## src/hw/rtl/msdpa_pkg.sv

```systemverilog
// ---------------------------------------------------------------------------
// msdpa_pkg - shared types and constants for the MSD accumulator
// Payload structs, command and register codes, datapath widths.
// ---------------------------------------------------------------------------
`default_nettype none

package msdpa_pkg;

  // Default sizing handed to the top level parameters
  localparam int DEF_MAX_FRAMES = 4096;
  localparam int DEF_MAX_LAGS   = 1024;
  localparam int DEF_MAX_AXES   = 8;
  localparam int DEF_POS_WIDTH  = 32;

  // Command codes
  localparam logic [1:0] CMD_LOAD_FRAME = 2'd0;
  localparam logic [1:0] CMD_LOAD_COEF  = 2'd1;
  localparam logic [1:0] CMD_COMPUTE    = 2'd2;
  localparam logic [1:0] CMD_READ       = 2'd3;

  // Configuration register indexes
  localparam logic [2:0] REG_MODE        = 3'd0;
  localparam logic [2:0] REG_ORIGIN_STEP = 3'd1;
  localparam logic [2:0] REG_LAG_STEP    = 3'd2;
  localparam logic [2:0] REG_SKIP_FRAMES = 3'd3;
  localparam logic [2:0] REG_LAG_SPAN    = 3'd4;
  localparam logic [2:0] REG_AXIS_COUNT  = 3'd5;

  localparam int CFG_W  = 12;
  localparam int DIFF_W = 33;  // position difference, signed
  localparam int COEF_W = 16;  // Q1.14 coefficient
  localparam int TERM_W = 58;  // up to three squared terms
  localparam int SUM_W  = 63;

  typedef struct packed {
    logic [1:0]         command;
    logic signed [31:0] pos_x;
    logic signed [31:0] pos_y;
    logic signed [31:0] pos_z;
    logic [2:0]         axis_index;
    logic [1:0]         axis_component;
    logic signed [15:0] coefficient;
    logic [9:0]         lag_index;
  } item_t;

  typedef struct packed {
    logic             kind;
    logic             status;
    logic [SUM_W-1:0] sum_value;
  } result_t;

  // Operands for one squared-displacement term
  typedef struct packed {
    logic                     mode;
    logic signed [DIFF_W-1:0] dx;
    logic signed [DIFF_W-1:0] dy;
    logic signed [DIFF_W-1:0] dz;
    logic signed [COEF_W-1:0] cx;
    logic signed [COEF_W-1:0] cy;
    logic signed [COEF_W-1:0] cz;
  } term_req_t;

endpackage

`default_nettype wire

```

## src/hw/rtl/msdpa_term.sv

```systemverilog
// ---------------------------------------------------------------------------
// msdpa_term - squared displacement term on one shared multiplier
// Mode 0: sum of squared x, y, z differences. Mode 1: square of the
// projection onto one axis. Squares are split into 18-bit partial products.
// ---------------------------------------------------------------------------
`default_nettype none

module msdpa_term import msdpa_pkg::*; (
  input  logic              clk,
  input  logic              rst,
  input  logic              start,
  input  term_req_t         req,
  output logic              done,
  output logic [TERM_W-1:0] term
);

  localparam int PROD_W = 53;
  localparam int P_W    = 50;
  localparam int M_W    = 36;
  localparam int Y_W    = 56;

  localparam logic [2:0] T_IDLE = 3'd0;
  localparam logic [2:0] T_PMUL = 3'd1;
  localparam logic [2:0] T_PACC = 3'd2;
  localparam logic [2:0] T_PMAG = 3'd3;
  localparam logic [2:0] T_MAG  = 3'd4;
  localparam logic [2:0] T_SQ   = 3'd5;
  localparam logic [2:0] T_SACC = 3'd6;
  localparam logic [2:0] T_SUM  = 3'd7;

  logic [2:0]               st;
  logic [1:0]               cnt;
  logic [1:0]               sq_cnt;
  term_req_t                q;
  logic signed [PROD_W-1:0] prod;
  logic signed [P_W-1:0]    p;
  logic [M_W-1:0]           m;
  logic [35:0]              hi;
  logic [Y_W-1:0]           y;

  logic signed [DIFF_W-1:0] sel_d;
  logic signed [COEF_W-1:0] sel_c;
  logic [DIFF_W-1:0]        d_abs;
  logic [P_W-1:0]           p_abs;
  logic signed [33:0]       op_a;
  logic signed [18:0]       op_b;
  logic signed [PROD_W-1:0] mul;

  // Select the component in turn
  always_comb begin
    case (cnt)
      2'd0:    begin sel_d = q.dx; sel_c = q.cx; end
      2'd1:    begin sel_d = q.dy; sel_c = q.cy; end
      default: begin sel_d = q.dz; sel_c = q.cz; end
    endcase
  end

  assign d_abs = sel_d[DIFF_W-1] ? DIFF_W'(-sel_d) : DIFF_W'(sel_d);
  assign p_abs = p[P_W-1] ? P_W'(-p) : P_W'(p);

  // Shared multiplier operands: projection products or square partials
  always_comb begin
    if (st == T_PMUL) begin
      op_a = 34'(sel_d);
      op_b = 19'(sel_c);
    end else begin
      case (sq_cnt)
        2'd0: begin
          op_a = $signed({16'b0, m[35:18]});
          op_b = $signed({1'b0, m[35:18]});
        end
        2'd1: begin
          op_a = $signed({16'b0, m[35:18]});
          op_b = $signed({1'b0, m[17:0]});
        end
        default: begin
          op_a = $signed({16'b0, m[17:0]});
          op_b = $signed({1'b0, m[17:0]});
        end
      endcase
    end
  end

  assign mul = PROD_W'(op_a * op_b);

  // Sequence the products for one term
  always_ff @(posedge clk) begin
    if (rst) begin
      st   <= T_IDLE;
      done <= 1'b0;
    end else begin
      done <= 1'b0;
      unique case (st)
        T_IDLE: begin
          if (start) begin
            q    <= req;
            term <= '0;
            cnt  <= 2'd0;
            p    <= '0;
            st   <= req.mode ? T_PMUL : T_MAG;
          end
        end
        T_PMUL: begin
          prod <= mul;
          st   <= T_PACC;
        end
        T_PACC: begin
          p <= p + P_W'(prod);
          if (cnt == 2'd2) begin
            st <= T_PMAG;
          end else begin
            cnt <= cnt + 2'd1;
            st  <= T_PMUL;
          end
        end
        T_PMAG: begin
          m      <= M_W'(p_abs >> 14);
          sq_cnt <= 2'd0;
          st     <= T_SQ;
        end
        T_MAG: begin
          m      <= M_W'(d_abs);
          sq_cnt <= 2'd0;
          st     <= T_SQ;
        end
        T_SQ: begin
          prod <= mul;
          st   <= T_SACC;
        end
        T_SACC: begin
          case (sq_cnt)
            2'd0:    hi <= prod[35:0];
            2'd1:    y  <= Y_W'(prod[35:0]) << 19;
            default: y  <= y + Y_W'(prod[35:0]);
          endcase
          if (sq_cnt == 2'd2) begin
            st <= T_SUM;
          end else begin
            sq_cnt <= sq_cnt + 2'd1;
            st     <= T_SQ;
          end
        end
        T_SUM: begin
          term <= term + TERM_W'({hi, 20'b0}) + TERM_W'(y >> 16);
          if (q.mode || cnt == 2'd2) begin
            done <= 1'b1;
            st   <= T_IDLE;
          end else begin
            cnt <= cnt + 2'd1;
            st  <= T_MAG;
          end
        end
        default: st <= T_IDLE;
      endcase
    end
  end

endmodule

`default_nettype wire

```

## config.mk

```make
export PLATFORM = sky130hd
export DESIGN_NAME = msdpa_term
export DESIGN_NICKNAME = d
export VERILOG_FILES = /design/src/hw/rtl/msdpa_pkg.sv /design/src/hw/rtl/msdpa_term.sv
export SDC_FILE = /design/constraint.sdc
export NUM_CORES = 2
export LEC_CHECK = 0
export ABC_AREA = 0
export BUFFER_PORTS_ARGS = -buffer_cell sky130_fd_sc_hd__buf_2
export CAP_MARGIN = 25
export CORE_ASPECT_RATIO = 1.4
export CORE_UTILIZATION = 41
export DETAILED_ROUTE_END_ITERATION = 8
export RECOVER_POWER = 25
export SETUP_SLACK_MARGIN = 0.15
export SLEW_MARGIN = 25
export SYNTH_ARGS = -nofsm -noshare
export SYNTH_HDL_FRONTEND = slang
export SYNTH_SLANG_ARGS = --single-unit
```

## constraint.sdc

```tcl
create_clock -name clk -period 18.3 [get_ports clk]
set_clock_uncertainty 0.2 [all_clocks]
set_input_delay 5.49 -clock clk [delete_from_list [all_inputs] [get_ports clk]]
set_output_delay 5.49 -clock clk [all_outputs]
set_load 0.1 [all_outputs]
```

==> metrics.md <==
| Metric | Value |
|---|---|
| Fmax | 0.0756 GHz |
| Total placed cells including tap cells | 6246 |
| Filler-free cell count of the finished design | 6341 |
| Setup tns final | 0 ns |
| Starting density of the core | 0.414 |
| Sequential share of the synthesized area | 0.286 |
| Reg2reg path depth | 29 |
| Cts bufs inserted | 48 |
| Initial antenna violation count | 9 |
| Failing checks | capacitance limit, slew limit |
| CP Capture Type | register |
| Clk root buf | clkbuf_16 |
| Routability cong. | 1.02 |
| Yosys reg bits | 442 |
| Max H-tree Level | 2 |
| Vias per cell | 5.50 |
| Worst Path Required | 18.47 ns |
| HPWL after DPL | 124000 um |
| Maxcap violations | 5 |
| Worst path max stage delay | roughly 2.0 ns |
| Startpoint Class | register |
| Post-synth ARST share | 0 |
| Core area | 112000 um^2 |
| P&R area growth vs syn | 9.89% |
| Cells after Synth | 4640 |
| Worst r2r src | cnt[0] |
| Avg Inst Size Synth | 9.97 um^2 |
| Layout cells sized above 1 | 0.0853 |
| Setup crit end | prod[47] |
| Final core utilization | 0.455 |
| DIE WIDTH | 286 um |
| Area occupied by multi-input gates | between 30000 and 40000 um^2 |
| Min-delay worst type | reg -> reg |
| DRC viols | 0 |
| Nets@finish | 5915 |
| Critical R2R Capture | prod[47] |
| Post-synth EDFFs | 438 |
| Drt first pass iters | 5 |
| RSZ-0062 raised after global routing | false |
| Slowest cell on crit path | clkbuf_1 |
| CTS sink count | roughly 440 |
| DRT iter0 DRCs | 2364 |
| Via count | 34854 |
| First-pass GRT wire length | approximately 230000 um |
| Cts repair resizes | 0 |
| PortBufs | 209 |
| Fill count | 10719 |
| Final wirelength | 154000 um |
| FP Rows | around 150 |
| Ys Warns | 0 |
| Crit path DAT | 13.40 ns |
| Crit path launch | cnt[0] |
| Post-synth top flop | edfxtp_1 |
| CTS tree | done |
| Wirelength per Cell | roughly 24 um |
| Hold buffers post-CTS | 0 |
| Final min period | 13.23 ns |
| Top Ports | 210 |
| Total congestion overflow | 0 |
| Max_slew headroom | -0.838 |
| Critical path class | reg -> reg |
| Die area | 114000 um^2 |
| Netlist cell types | 75 |
| Final Setup Violations | 0 |
| Worst skew pair latency | 0.64 ns |
| Status | complete, but fails checks |
| Largest net degree at the start of global routing | 79 |
| Reg clk slew, reported paths | 0.07 ns |
| Storage element area | 13200 um^2 |
| Detail Route Antenna Nets | 0 |
| Slew Limit Fails | 222 |
| Most frequent CP cell | fa_1 |
| Syn Nets | 5727 |
| DIE HEIGHT | 399 um |
| Post-CTS Setup Inserts | 0 |
| Slew @ Worst Pin | between 2 and 3 ns |
| Vias in the first global route | around 37000 |
| Total GRT Usage | 0.272 |
| Final period util | 0.723 |
| Worst-path fanout max | 58 |
| Reg2reg setup slack | 5.07 ns |
| Clock buffer depth | 3 |
| Post-Syn Area | 46300 um^2 |
| Fin. Hold Viols | 0 |
worst max-delay path, delay by kind of cell, from the launching register on:
kind	cells	cell delay [ns]
and+or+nand+nor	4	2.08
DFF	1	0.38
adders and majority gates	9	3.89
xor gates and xnor gates	1	0.13
AOI/OAI and AO/OA	10	3.77
buffers and inverters	5	2.48
flip-flops by register name (all words and copies together) (netlist names):
signal	cells
m	36
hi	36
p	50
done	1
q	148
cnt	2
sq_cnt	2
st	3
prod	50
y	56
term	58
kinds of logic (layout without fill, tap and decap cells):
kind of cell,Yosys count,after routing,synth area share
simple gates,1364,1364,0.129
fa+ha+maj,936,936,0.353
compound gates,842,842,0.114
buf+inv,773,1000,0.0632
flops,442,442,0.286
xor+xnor,254,254,0.0481
mux,29,29,0.00649
other cells,0,4,0
worst min-delay path by stage:
stage                          from  cells after the start         to  slack [ns]
after floorplan            prod[15]                      0     hi[15]        0.28
after global placement       cnt[0]                      1     cnt[0]        0.39
after detailed placement     cnt[0]                      1     cnt[0]        0.40
after CTS                    cnt[0]                      1     cnt[0]        0.41
after global routing      sq_cnt[0]                      1  sq_cnt[0]        0.43
final                     sq_cnt[0]                      1  sq_cnt[0]        0.40
layer usage:
layer  GRT usage  wire length (um)
met1       0.290             54300
met2       0.475             75000
met3      0.0447              8760
met4       0.221             15400
met5           0                64
cells in the mapped netlist, types with 13 or more instances:
cell,instances,area [um^2]
a211oi_1,22,165
a21o_1,153,1150
a21oi_1,260,1300
a22o_1,38,333
a22oi_1,13,97.6
a31oi_1,32,200
and2_1,30,188
and3_1,38,238
buf_1,17,63.8
clkbuf_1,122,458
edfxtp_1,438,13200
fa_1,616,12300
ha_1,320,4000
inv_1,628,2360
mux2i_1,21,210
nand2_1,530,1990
nand2b_1,43,269
nand3_1,36,180
nand4_1,29,181
nor2_1,501,1880
nor2b_1,34,213
nor3_1,33,165
o21a_1,30,225
o21ai_0,175,876
o21bai_1,29,218
or2_2,27,169
or3_1,18,113
xnor2_1,161,1410
xor2_1,93,815
through the flow:
stage | setup slack [ns] | instance area [um^2] | hold WS [ns]
final | 5.07 | 50800 | 0.396
after global placement | 7.66 | 49200 | 0.385
after detailed placement | 7.56 | 49300 | 0.404
after global routing | 4.28 | 50800 | 0.428
after floorplan | 0.788 | 46300 | 0.279
after CTS | 7.55 | 50900 | 0.409
cell type report:
type                    count  area share
clock buffers              57      0.0247
diodes                      4    0.000197
multi-input cells        3425       0.594
inverters                 629      0.0464
clock inverters            32     0.00706
flip-flops and latches    442       0.260
repair buffers            282      0.0310
well taps                1470      0.0362
layout by cell type, fill, tap and decap left out, types with 13 or more instances in the layout:
cell,n
o21ai_0,172
a22oi_1,13
xor2_1,93
or3_1,18
nor3_1,31
clkbuf_1,18
and3_1,38
o21bai_1,29
clkbuf_16,48
a211oi_1,22
xnor2_1,161
nand2_1,530
edfxtp_1,438
a31oi_1,32
mux2i_1,21
and2_1,26
nand3_1,35
a21o_1,153
a21oi_1,254
or2_2,28
buf_4,59
buf_2,209
nor2b_1,33
a22o_1,38
fa_1,616
nand2b_1,44
inv_1,628
nand4_1,29
ha_1,319
nor2_1,499
o21a_1,30
Power is not shown: default switching activity piles up to over one toggle a cycle in this logic, so the estimate is an artifact.
